===== src/sv/lir_pkg.sv =====
package lir_pkg;

    localparam int SAMPLE_W = 16;
    localparam int RATE_W   = 19;
    localparam int CHAN_W   = 2;
    localparam int IDX_W    = 2;
    // Output offset from the newest frame; stays below input rate plus output rate.
    localparam int DIST_W   = RATE_W + 2;
    // Product of a sample and a rate, signed.
    localparam int ACC_W    = SAMPLE_W + RATE_W + 1;
    localparam int MAG_W    = ACC_W - 1;
    localparam int CNT_W    = 5;

    localparam int DEF_MAX_UPSAMPLE = 16;

    localparam logic [RATE_W-1:0] RESET_IN_RATE  = RATE_W'(44100);
    localparam logic [RATE_W-1:0] RESET_OUT_RATE = RATE_W'(44100);
    localparam logic [CHAN_W-1:0] RESET_CHANNELS = CHAN_W'(2);
    localparam logic [CHAN_W-1:0] CHANNELS_MONO  = CHAN_W'(1);

    localparam logic [IDX_W-1:0] REG_INPUT_RATE    = IDX_W'(0);
    localparam logic [IDX_W-1:0] REG_OUTPUT_RATE   = IDX_W'(1);
    localparam logic [IDX_W-1:0] REG_CHANNEL_COUNT = IDX_W'(2);

    typedef enum logic [2:0] {
        S_IDLE,
        S_SEG,
        S_CALC,
        S_SEG_OUT,
        S_TAIL
    } state_t;

    typedef enum logic [1:0] {
        P_IDLE,
        P_MUL,
        P_DIV,
        P_DONE
    } phase_t;

endpackage


===== src/sv/lir_chan.sv =====
module lir_chan
    import lir_pkg::*;
(
    input  logic                       clk,
    input  logic                       rst_n,
    input  logic                       start,
    input  logic signed [SAMPLE_W-1:0] s0,
    input  logic signed [SAMPLE_W-1:0] s1,
    input  logic        [RATE_W-1:0]   rem,
    input  logic        [RATE_W-1:0]   rate,
    output logic                       done,
    output logic signed [SAMPLE_W-1:0] result
);

    phase_t phase_reg, phase_next;
    logic [CNT_W-1:0]          cnt_reg;
    logic [RATE_W-1:0]         a_reg;
    logic [RATE_W-1:0]         b_reg;
    logic signed [ACC_W-1:0]   acc_reg;
    logic [RATE_W-1:0]         part_reg;
    logic [SAMPLE_W-1:0]       quot_reg;
    logic                      neg_reg;
    logic signed [SAMPLE_W-1:0] result_reg;

    logic signed [ACC_W-1:0]   acc_next;
    logic [MAG_W-1:0]          mag;
    logic [RATE_W:0]           trial;
    logic                      fits;
    logic signed [SAMPLE_W:0]  signed_q;

    // Multiply phase: both weights are walked MSB first, one bit per cycle.
    always_comb
    begin
        acc_next = ACC_W'(acc_reg <<< 1);
        if (a_reg[RATE_W-1])
        begin
            acc_next = acc_next + ACC_W'(s0);
        end
        if (b_reg[RATE_W-1])
        begin
            acc_next = acc_next + ACC_W'(s1);
        end
    end

    assign mag   = acc_reg[ACC_W-1] ? MAG_W'(-acc_reg) : MAG_W'(acc_reg);
    assign trial = {part_reg, quot_reg[SAMPLE_W-1]};
    assign fits  = (trial >= {1'b0, rate});
    assign signed_q = neg_reg ? -$signed({1'b0, quot_reg}) : $signed({1'b0, quot_reg});

    always_comb
    begin
        phase_next = phase_reg;
        case (phase_reg)
            P_IDLE:
            begin
                if (start)
                begin
                    phase_next = P_MUL;
                end
            end
            P_MUL:
            begin
                if (cnt_reg == CNT_W'(RATE_W))
                begin
                    phase_next = P_DIV;
                end
            end
            P_DIV:
            begin
                if (cnt_reg == CNT_W'(SAMPLE_W))
                begin
                    phase_next = P_DONE;
                end
            end
            P_DONE:
            begin
                phase_next = P_IDLE;
            end
            default:
            begin
                phase_next = P_IDLE;
            end
        endcase
    end

    always_ff @(posedge clk or negedge rst_n)
    begin
        if (!rst_n)
        begin
            phase_reg <= P_IDLE;
            cnt_reg   <= '0;
        end
        else
        begin
            phase_reg <= phase_next;
            if (phase_reg != phase_next)
            begin
                cnt_reg <= '0;
            end
            else if (phase_reg == P_MUL || phase_reg == P_DIV)
            begin
                cnt_reg <= cnt_reg + CNT_W'(1);
            end
        end
    end

    always_ff @(posedge clk)
    begin
        case (phase_reg)
            P_IDLE:
            begin
                acc_reg <= '0;
                a_reg   <= rate - rem;
                b_reg   <= rem;
            end
            P_MUL:
            begin
                if (cnt_reg == CNT_W'(RATE_W))
                begin
                    // Split the magnitude: high part seeds the remainder.
                    neg_reg  <= acc_reg[ACC_W-1];
                    part_reg <= RATE_W'(mag >> SAMPLE_W);
                    quot_reg <= mag[SAMPLE_W-1:0];
                end
                else
                begin
                    acc_reg <= acc_next;
                    a_reg   <= a_reg << 1;
                    b_reg   <= b_reg << 1;
                end
            end
            P_DIV:
            begin
                if (cnt_reg == CNT_W'(SAMPLE_W))
                begin
                    result_reg <= signed_q[SAMPLE_W-1:0];
                end
                else
                begin
                    part_reg <= fits ? RATE_W'(trial - {1'b0, rate}) : trial[RATE_W-1:0];
                    quot_reg <= {quot_reg[SAMPLE_W-2:0], fits};
                end
            end
            default:
            begin
            end
        endcase
    end

    assign done   = (phase_reg == P_DONE);
    assign result = result_reg;

endmodule


===== src/sv/linear_interp_resampler.sv =====
// Channel   Handshake                 Payload
// in        in_valid / in_ready       in_left, in_right, in_last
// out       out_valid / out_ready     out_left, out_right, run_last, stream_last
// cfg       cfg_write (no wait)       cfg_index, cfg_data
//
// One input frame is taken at a time; in_ready is high only while the block is idle.
// Each interpolated output starts the bit-serial units, waits while they multiply, divide
// and signal done, and then loads the output register. Tail copies load the output
// register directly from the current frame.
// A stalled output register holds the block in place; nothing is dropped.
// Reset is asynchronous and active low; it restores the default rates and clears the stream.
module linear_interp_resampler
    import lir_pkg::*;
#(
    parameter int MAX_UPSAMPLE_RATIO = DEF_MAX_UPSAMPLE
)
(
    input  logic                       clk,
    input  logic                       rst_n,
    input  logic                       in_valid,
    output logic                       in_ready,
    input  logic signed [SAMPLE_W-1:0] in_left,
    input  logic signed [SAMPLE_W-1:0] in_right,
    input  logic                       in_last,
    output logic                       out_valid,
    input  logic                       out_ready,
    output logic signed [SAMPLE_W-1:0] out_left,
    output logic signed [SAMPLE_W-1:0] out_right,
    output logic                       run_last,
    output logic                       stream_last,
    input  logic                       cfg_write,
    input  logic [IDX_W-1:0]           cfg_index,
    input  logic [RATE_W-1:0]          cfg_data
);

    localparam int MUL_W = $clog2(MAX_UPSAMPLE_RATIO + 1);
    localparam int LIM_W = RATE_W + MUL_W;

    state_t st_reg, st_next;

    // Configuration registers.
    logic [RATE_W-1:0] in_rate_reg;
    logic [RATE_W-1:0] dst_rate_reg;
    logic [CHAN_W-1:0] chan_reg;

    // Rates and frame captured when a transaction is accepted.
    logic [RATE_W-1:0]          ri_reg;
    logic [RATE_W-1:0]          ro_reg;
    logic                       mono_reg;
    logic                       last_reg;
    logic signed [SAMPLE_W-1:0] cur_l_reg;
    logic signed [SAMPLE_W-1:0] cur_r_reg;

    // Stream state. The next output position is kept relative to the newest
    // frame position, so it never grows with stream length.
    logic signed [SAMPLE_W-1:0] prev_l_reg;
    logic signed [SAMPLE_W-1:0] prev_r_reg;
    logic                       seen_reg;
    logic [DIST_W-1:0]          d_reg;

    logic                       out_valid_reg;
    logic signed [SAMPLE_W-1:0] out_l_reg;
    logic signed [SAMPLE_W-1:0] out_r_reg;
    logic                       run_last_reg;
    logic                       stream_last_reg;

    logic [RATE_W-1:0] ri_eff;
    logic [RATE_W-1:0] ro_raw;
    logic [LIM_W-1:0]  ro_limit;
    logic [RATE_W-1:0] ro_eff;

    logic              accept;
    logic              out_free;
    logic              out_load;
    logic [DIST_W-1:0] d_plus;
    logic              in_window;
    logic              more_seg;
    logic              tail_after;
    logic              seg_run_last;
    logic              unit_start;
    logic              done_l;
    logic              done_r;
    logic signed [SAMPLE_W-1:0] res_l;
    logic signed [SAMPLE_W-1:0] res_r;

    // A zero rate acts as one; the output rate is capped at the upsample limit.
    assign ri_eff   = (in_rate_reg == '0) ? RATE_W'(1) : in_rate_reg;
    assign ro_raw   = (dst_rate_reg == '0) ? RATE_W'(1) : dst_rate_reg;
    assign ro_limit = LIM_W'(ri_eff) * LIM_W'(MAX_UPSAMPLE_RATIO);
    assign ro_eff   = (LIM_W'(ro_raw) > ro_limit) ? ro_limit[RATE_W-1:0] : ro_raw;

    assign accept    = in_valid && in_ready;
    assign out_free  = !out_valid_reg || out_ready;
    // The output register takes a new transaction in these two places only.
    assign out_load  = ((st_reg == S_SEG_OUT) && out_free)
                    || ((st_reg == S_TAIL) && in_window && out_free);
    assign d_plus    = d_reg + DIST_W'(ri_reg);
    assign in_window = (d_reg < DIST_W'(ro_reg));
    assign more_seg  = (d_plus < DIST_W'(ro_reg));
    // After the segment, the tail emits something only when the next output
    // still lies within one output period past the last frame.
    assign tail_after   = last_reg && ((d_plus - DIST_W'(ro_reg)) < DIST_W'(ro_reg));
    assign seg_run_last = !more_seg && !tail_after;

    assign in_ready   = (st_reg == S_IDLE);
    assign unit_start = (st_reg == S_SEG) && in_window;

    lir_chan u_chan_l (
        .clk    (clk),
        .rst_n  (rst_n),
        .start  (unit_start),
        .s0     (prev_l_reg),
        .s1     (cur_l_reg),
        .rem    (d_reg[RATE_W-1:0]),
        .rate   (ro_reg),
        .done   (done_l),
        .result (res_l)
    );

    lir_chan u_chan_r (
        .clk    (clk),
        .rst_n  (rst_n),
        .start  (unit_start),
        .s0     (prev_r_reg),
        .s1     (cur_r_reg),
        .rem    (d_reg[RATE_W-1:0]),
        .rate   (ro_reg),
        .done   (done_r),
        .result (res_r)
    );

    always_comb
    begin
        st_next = st_reg;
        case (st_reg)
            S_IDLE:
            begin
                if (accept)
                begin
                    if (seen_reg)
                    begin
                        st_next = S_SEG;
                    end
                    else if (in_last)
                    begin
                        st_next = S_TAIL;
                    end
                end
            end
            S_SEG:
            begin
                if (in_window)
                begin
                    st_next = S_CALC;
                end
                else
                begin
                    st_next = last_reg ? S_TAIL : S_IDLE;
                end
            end
            S_CALC:
            begin
                if (done_l)
                begin
                    st_next = S_SEG_OUT;
                end
            end
            S_SEG_OUT:
            begin
                if (out_free)
                begin
                    st_next = S_SEG;
                end
            end
            S_TAIL:
            begin
                if (!in_window)
                begin
                    st_next = S_IDLE;
                end
            end
            default:
            begin
                st_next = S_IDLE;
            end
        endcase
    end

    always_ff @(posedge clk or negedge rst_n)
    begin
        if (!rst_n)
        begin
            st_reg          <= S_IDLE;
            in_rate_reg     <= RESET_IN_RATE;
            dst_rate_reg    <= RESET_OUT_RATE;
            chan_reg        <= RESET_CHANNELS;
            seen_reg        <= 1'b0;
            d_reg           <= '0;
            prev_l_reg      <= '0;
            prev_r_reg      <= '0;
            out_valid_reg   <= 1'b0;
        end
        else
        begin
            st_reg <= st_next;

            if (cfg_write)
            begin
                case (cfg_index)
                    REG_INPUT_RATE:    in_rate_reg  <= cfg_data;
                    REG_OUTPUT_RATE:   dst_rate_reg <= cfg_data;
                    REG_CHANNEL_COUNT: chan_reg     <= cfg_data[CHAN_W-1:0];
                    default:
                    begin
                    end
                endcase
            end

            if (out_load)
            begin
                out_valid_reg <= 1'b1;
            end
            else if (out_ready)
            begin
                out_valid_reg <= 1'b0;
            end

            case (st_reg)
                S_IDLE:
                begin
                    if (accept)
                    begin
                        seen_reg <= 1'b1;
                        // The first frame of a stream also becomes the previous frame.
                        if (!seen_reg)
                        begin
                            prev_l_reg <= in_left;
                            prev_r_reg <= (chan_reg == CHANNELS_MONO) ? '0 : in_right;
                        end
                    end
                end
                S_SEG:
                begin
                    if (!in_window)
                    begin
                        d_reg      <= d_reg - DIST_W'(ro_reg);
                        prev_l_reg <= cur_l_reg;
                        prev_r_reg <= cur_r_reg;
                    end
                end
                S_SEG_OUT:
                begin
                    if (out_free)
                    begin
                        d_reg <= d_plus;
                    end
                end
                S_TAIL:
                begin
                    if (in_window)
                    begin
                        if (out_free)
                        begin
                            d_reg <= d_plus;
                        end
                    end
                    else
                    begin
                        // End of stream: start the next one from scratch.
                        seen_reg   <= 1'b0;
                        d_reg      <= '0;
                        prev_l_reg <= '0;
                        prev_r_reg <= '0;
                    end
                end
                default:
                begin
                end
            endcase
        end
    end

    always_ff @(posedge clk)
    begin
        if (accept)
        begin
            ri_reg    <= ri_eff;
            ro_reg    <= ro_eff;
            mono_reg  <= (chan_reg == CHANNELS_MONO);
            last_reg  <= in_last;
            cur_l_reg <= in_left;
            cur_r_reg <= (chan_reg == CHANNELS_MONO) ? '0 : in_right;
        end

        if (st_reg == S_SEG_OUT && out_free)
        begin
            out_l_reg       <= res_l;
            out_r_reg       <= mono_reg ? '0 : res_r;
            run_last_reg    <= seg_run_last;
            stream_last_reg <= seg_run_last && last_reg;
        end
        else if (st_reg == S_TAIL && in_window && out_free)
        begin
            out_l_reg       <= cur_l_reg;
            out_r_reg       <= cur_r_reg;
            run_last_reg    <= !more_seg;
            stream_last_reg <= !more_seg;
        end
    end

    assign out_valid   = out_valid_reg;
    assign out_left    = out_l_reg;
    assign out_right   = out_r_reg;
    assign run_last    = run_last_reg;
    assign stream_last = stream_last_reg;

    // Both channel units run in lockstep.
    a_units_lockstep: assert property (@(posedge clk) disable iff (!rst_n)
        done_l == done_r)
        else $error("channel units out of step");

    a_calc_in_window: assert property (@(posedge clk) disable iff (!rst_n)
        (st_reg == S_SEG_OUT) |-> (d_reg < DIST_W'(ro_reg)))
        else $error("interpolation remainder outside the output period");

    a_tail_clears: assert property (@(posedge clk) disable iff (!rst_n)
        (st_reg == S_TAIL && !in_window) |=> (!seen_reg && d_reg == '0))
        else $error("stream state not cleared after the tail");

    a_stream_end_ends_run: assert property (@(posedge clk) disable iff (!rst_n)
        (out_valid_reg && stream_last_reg) |-> run_last_reg)
        else $error("stream end without run end");

endmodule

===== config.mk =====
export PLATFORM = sky130hd
export DESIGN_NAME = linear_interp_resampler
export DESIGN_NICKNAME = d
export VERILOG_FILES = /design/src/sv/lir_pkg.sv /design/src/sv/lir_chan.sv /design/src/sv/linear_interp_resampler.sv
export SDC_FILE = /design/constraint.sdc
export NUM_CORES = 2
export LEC_CHECK = 0
export BUFFER_PORTS_ARGS = -buffer_cell sky130_fd_sc_hd__buf_2
export CAP_MARGIN = 25
export CORE_ASPECT_RATIO = 0.8
export CORE_MARGIN = 1.5
export CORE_UTILIZATION = 64
export CTS_CLUSTER_DIAMETER = 30
export DETAILED_ROUTE_END_ITERATION = 12
export PLACE_DENSITY_LB_ADDON = 0.3
export SYNTH_ARGS = -nofsm -noshare
export SYNTH_HDL_FRONTEND = slang
export SYNTH_SLANG_ARGS = --single-unit
export TNS_END_PERCENT = 5

===== constraint.sdc =====
create_clock -name clk -period 14.9 [get_ports clk]
set_input_delay 1.49 -clock clk [delete_from_list [all_inputs] [get_ports clk]]
set_output_delay 1.49 -clock clk [all_outputs]
set_load 0.05 [all_outputs]

==> impl_results.md <==
* Max Clock Freq at 0.152 GHz
* Initial antenna violation count at 2
* Filler Cell Count at 3863
* Core box area at 53900 um2
* Iteration-0 DRC Markers at about 3000
* Avg WL per Cell at roughly 21 um
* Status: completed
* # DRC at 0
* CP Launch Type: flop
* Vias in the first global route at 27670
* Min cycle time layout at 6.59 ns
* Initial Util at 0.649
* First-pass GRT wire length at 149 mm
* Resize count post-CTS at 0
* Worst hold slack at 0.475 ns
* Pins Over Slew Limit at 0
* Via count at 29267
* TritonCTS clock tree: yes
* Worst setup path end: stream_last
* Synthesis Warnings at 0
* Synth cell types at 88
* Number of synthesized flops with an enable pin at 358
* Post-CTS Repair Setup Buffers at 0
* Vias per cell at 6.39
* Rel. slew slack at 0.258
* DP HPWL at between 60 and 70 mm
* Drt pass-1 iters at 6
* Unrepaired setup endpoints after global routing: no
* Die W at 264 um
* Gr usage total at 0.334
* Die height at 212 um
* Final weighted congestion in routability-driven placement at 1.00
* Final setup TNS at 0 ns
* Area Overhead vs Synth at 13.2%
* FF-to-FF setup slack at 8.31 ns
* Critical path type: reg2reg
* Post-CTS Hold Fix Bufs at 0
* Non-Filler Instances at 4577
* DRT antenna net count at 0
* Ys flop type: edfxtp_1
* Period utilisation layout at 0.442
* Critical path data arrival time at 6.97 ns
* Synthesized area per cell at 9.40 um2
* Maximum clock path buffer count at 3
* Nets at 4153
* Slew @ Worst Pin at 1.11 ns
* Sequential fraction of the synthesis area at 0.388
* PortBufs at 94
* Worst setup path startpoint: d_reg[1]
* Synthesized area at 35000 um2
* Hold Startpoint: prev_l_reg[0]
* Final setup vio count at 0
* CTS sink cnt at between 400 and 500
* Synth Instances at 3723
* Total gr overflow at 0
* Worst-path clk slew at 0.05 ns
* Worst Hold Class: reg2reg
* Largest net degree at the start of global routing at 83
* Number of core rows at 76
* Worst Skew at 0.0379 ns
* Critical path capture point type: flop
* Cells after DPL at 4382
* Post-synth net total at 4090
* Worst r2r src: d_reg[1]
* Post-synthesis register bit count at between 400 and 500
* Reg2reg end: stream_last
* Layout cell share with drive strength beyond 1 at 0.115
* Die Area at around 56000 um2
* CP max FO at 5
* Post-Route WL at ~94 mm
* Worst Reg2Reg Path Length in Cells at 27
* MaxCap Viol Count at 0
* Clk root buf: clkbuf_16
* Top Ports at 95
* H-tree levels at 3
* Required @ worst endpoint at between 15 and 20 ns
* Hold Vio Cnt, Final at 0
* Final core area utilization at 0.734
* Ys async rst share at 0.238
* CTS Buf Count at 100
* Clock latency on the worst-skew pair at 0.67 ns
[worst min-delay path by stage]
stage                     slack [ns]               end  depth (start not counted)
after global placement          0.46         ri_reg[8]                          0
after floorplan                 0.43  u_chan_l.neg_reg                          0
after detailed placement        0.47     prev_l_reg[0]                          2
after CTS                       0.48     prev_l_reg[0]                          2
after global routing            0.51     prev_r_reg[0]                          2
final                           0.48     prev_l_reg[0]                          2
[cells in the mapped netlist (31+ instances only)]
cell type / number / share of area
a21o_1: 120 / 0.026
o21bai_1: 31 / 0.0067
xor2_1: 110 / 0.028
xnor2_1: 179 / 0.045
clkbuf_1: 143 / 0.015
dfrtp_1: 99 / 0.071
a31oi_1: 42 / 0.0075
a21oi_1: 215 / 0.031
nor2b_1: 59 / 0.011
mux2_2: 86 / 0.028
inv_1: 150 / 0.016
nor3_1: 66 / 0.0094
nand3_1: 51 / 0.0073
nand3b_1: 31 / 0.0067
ha_1: 298 / 0.11
nor2_1: 200 / 0.021
o21ai_0: 327 / 0.047
edfxtp_1: 358 / 0.31
a22oi_1: 46 / 0.0099
nand2_1: 494 / 0.053
o31ai_1: 43 / 0.0092
nand4_1: 33 / 0.0059
o211a_1: 46 / 0.013
nand2b_1: 44 / 0.0079
and2_1: 34 / 0.0061
[area by class of cell]
cell class	count	area, um2	share of cell area
Multi-Input combinational cell	2938	20300	0.512
Timing Repair Buffer	126	813	0.0205
Tap cell	702	878	0.0222
Antenna cell	1	2.50	0.0000632
Clock inverter	68	774	0.0196
Sequential cell	470	13600	0.343
Inverter	150	563	0.0142
Clock buffer	122	2740	0.0692
[metrics by stage]
step / worst slack [ns] / cell area (um2)
floorplan: 9.26 / 35000
global placement: 8.62 / 35900
detailed placement: 8.58 / 36000
CTS: 8.45 / 39500
global route: 7.77 / 39600
finish: 8.31 / 39600
[placed cells by master (no fill, tap or decap), types with 19 or more instances in the layout]
cell type	count
a211oi_1	22
a21boi_0	28
a21o_1	120
a21oi_1	215
a22oi_1	46
a31oi_1	42
and2_1	34
and3_1	24
buf_2	93
buf_4	27
clkbuf_16	105
dfrtp_1	99
edfxtp_1	358
ha_1	294
inv_1	149
mux2_2	86
mux2i_1	27
nand2_1	494
nand2b_1	44
nand3_1	51
nand3b_1	31
nand4_1	33
nor2_1	195
nor2b_1	59
nor3_1	65
nor4_1	19
o211a_1	46
o21a_1	28
o21ai_0	327
o21bai_1	31
o31ai_1	43
or3_1	29
xnor2_1	179
xor2_1	110
[per-layer routing]
metal | global-route usage | share of wire | vias to the layer above
li1 | - | - | 13839
met1 | 0.478 | 0.45 | 13986
met2 | 0.503 | 0.43 | 1245
met3 | 0.0774 | 0.094 | 195
met4 | 0.102 | 0.026 | 2
met5 | 0 | 0.00014 | -
[worst max-delay path, stage by stage (launching register included)]
cell,delay [ns]
dfrtp_1,0.44
ha_1,0.30
a21o_1,0.17
a21oi_1,0.29
o21bai_1,0.14
a21oi_1,0.29
o21ai_0,0.19
a21o_1,0.22
a2111oi_0,0.56
o31ai_1,0.17
xnor2_1,0.26
ha_1,0.34
a211oi_1,0.34
nand2_1,0.13
or3_1,0.31
or3_1,0.34
nand2_1,0.10
nor2_1,0.06
xor2_1,0.14
ha_1,0.29
nand4_1,0.12
nor2_1,0.07
a21oi_1,0.14
o211ai_1,0.11
nor4b_1,0.27
a21oi_1,0.10
a211oi_1,0.30
nor3_1,0.12
[logic make-up after synthesis]
group | share of synthesized area
adder cells (fa/ha/maj) | 0.112
buffers and inverters | 0.0355
AND/OR/NAND/NOR | 0.157
flip-flops | 0.388
XOR/XNOR | 0.0723
AO/OA/AOI/OAI | 0.200
multiplexers | 0.0354
Power is not shown: default switching activity piles up to over one toggle a cycle in this logic, so the estimate is an artifact.
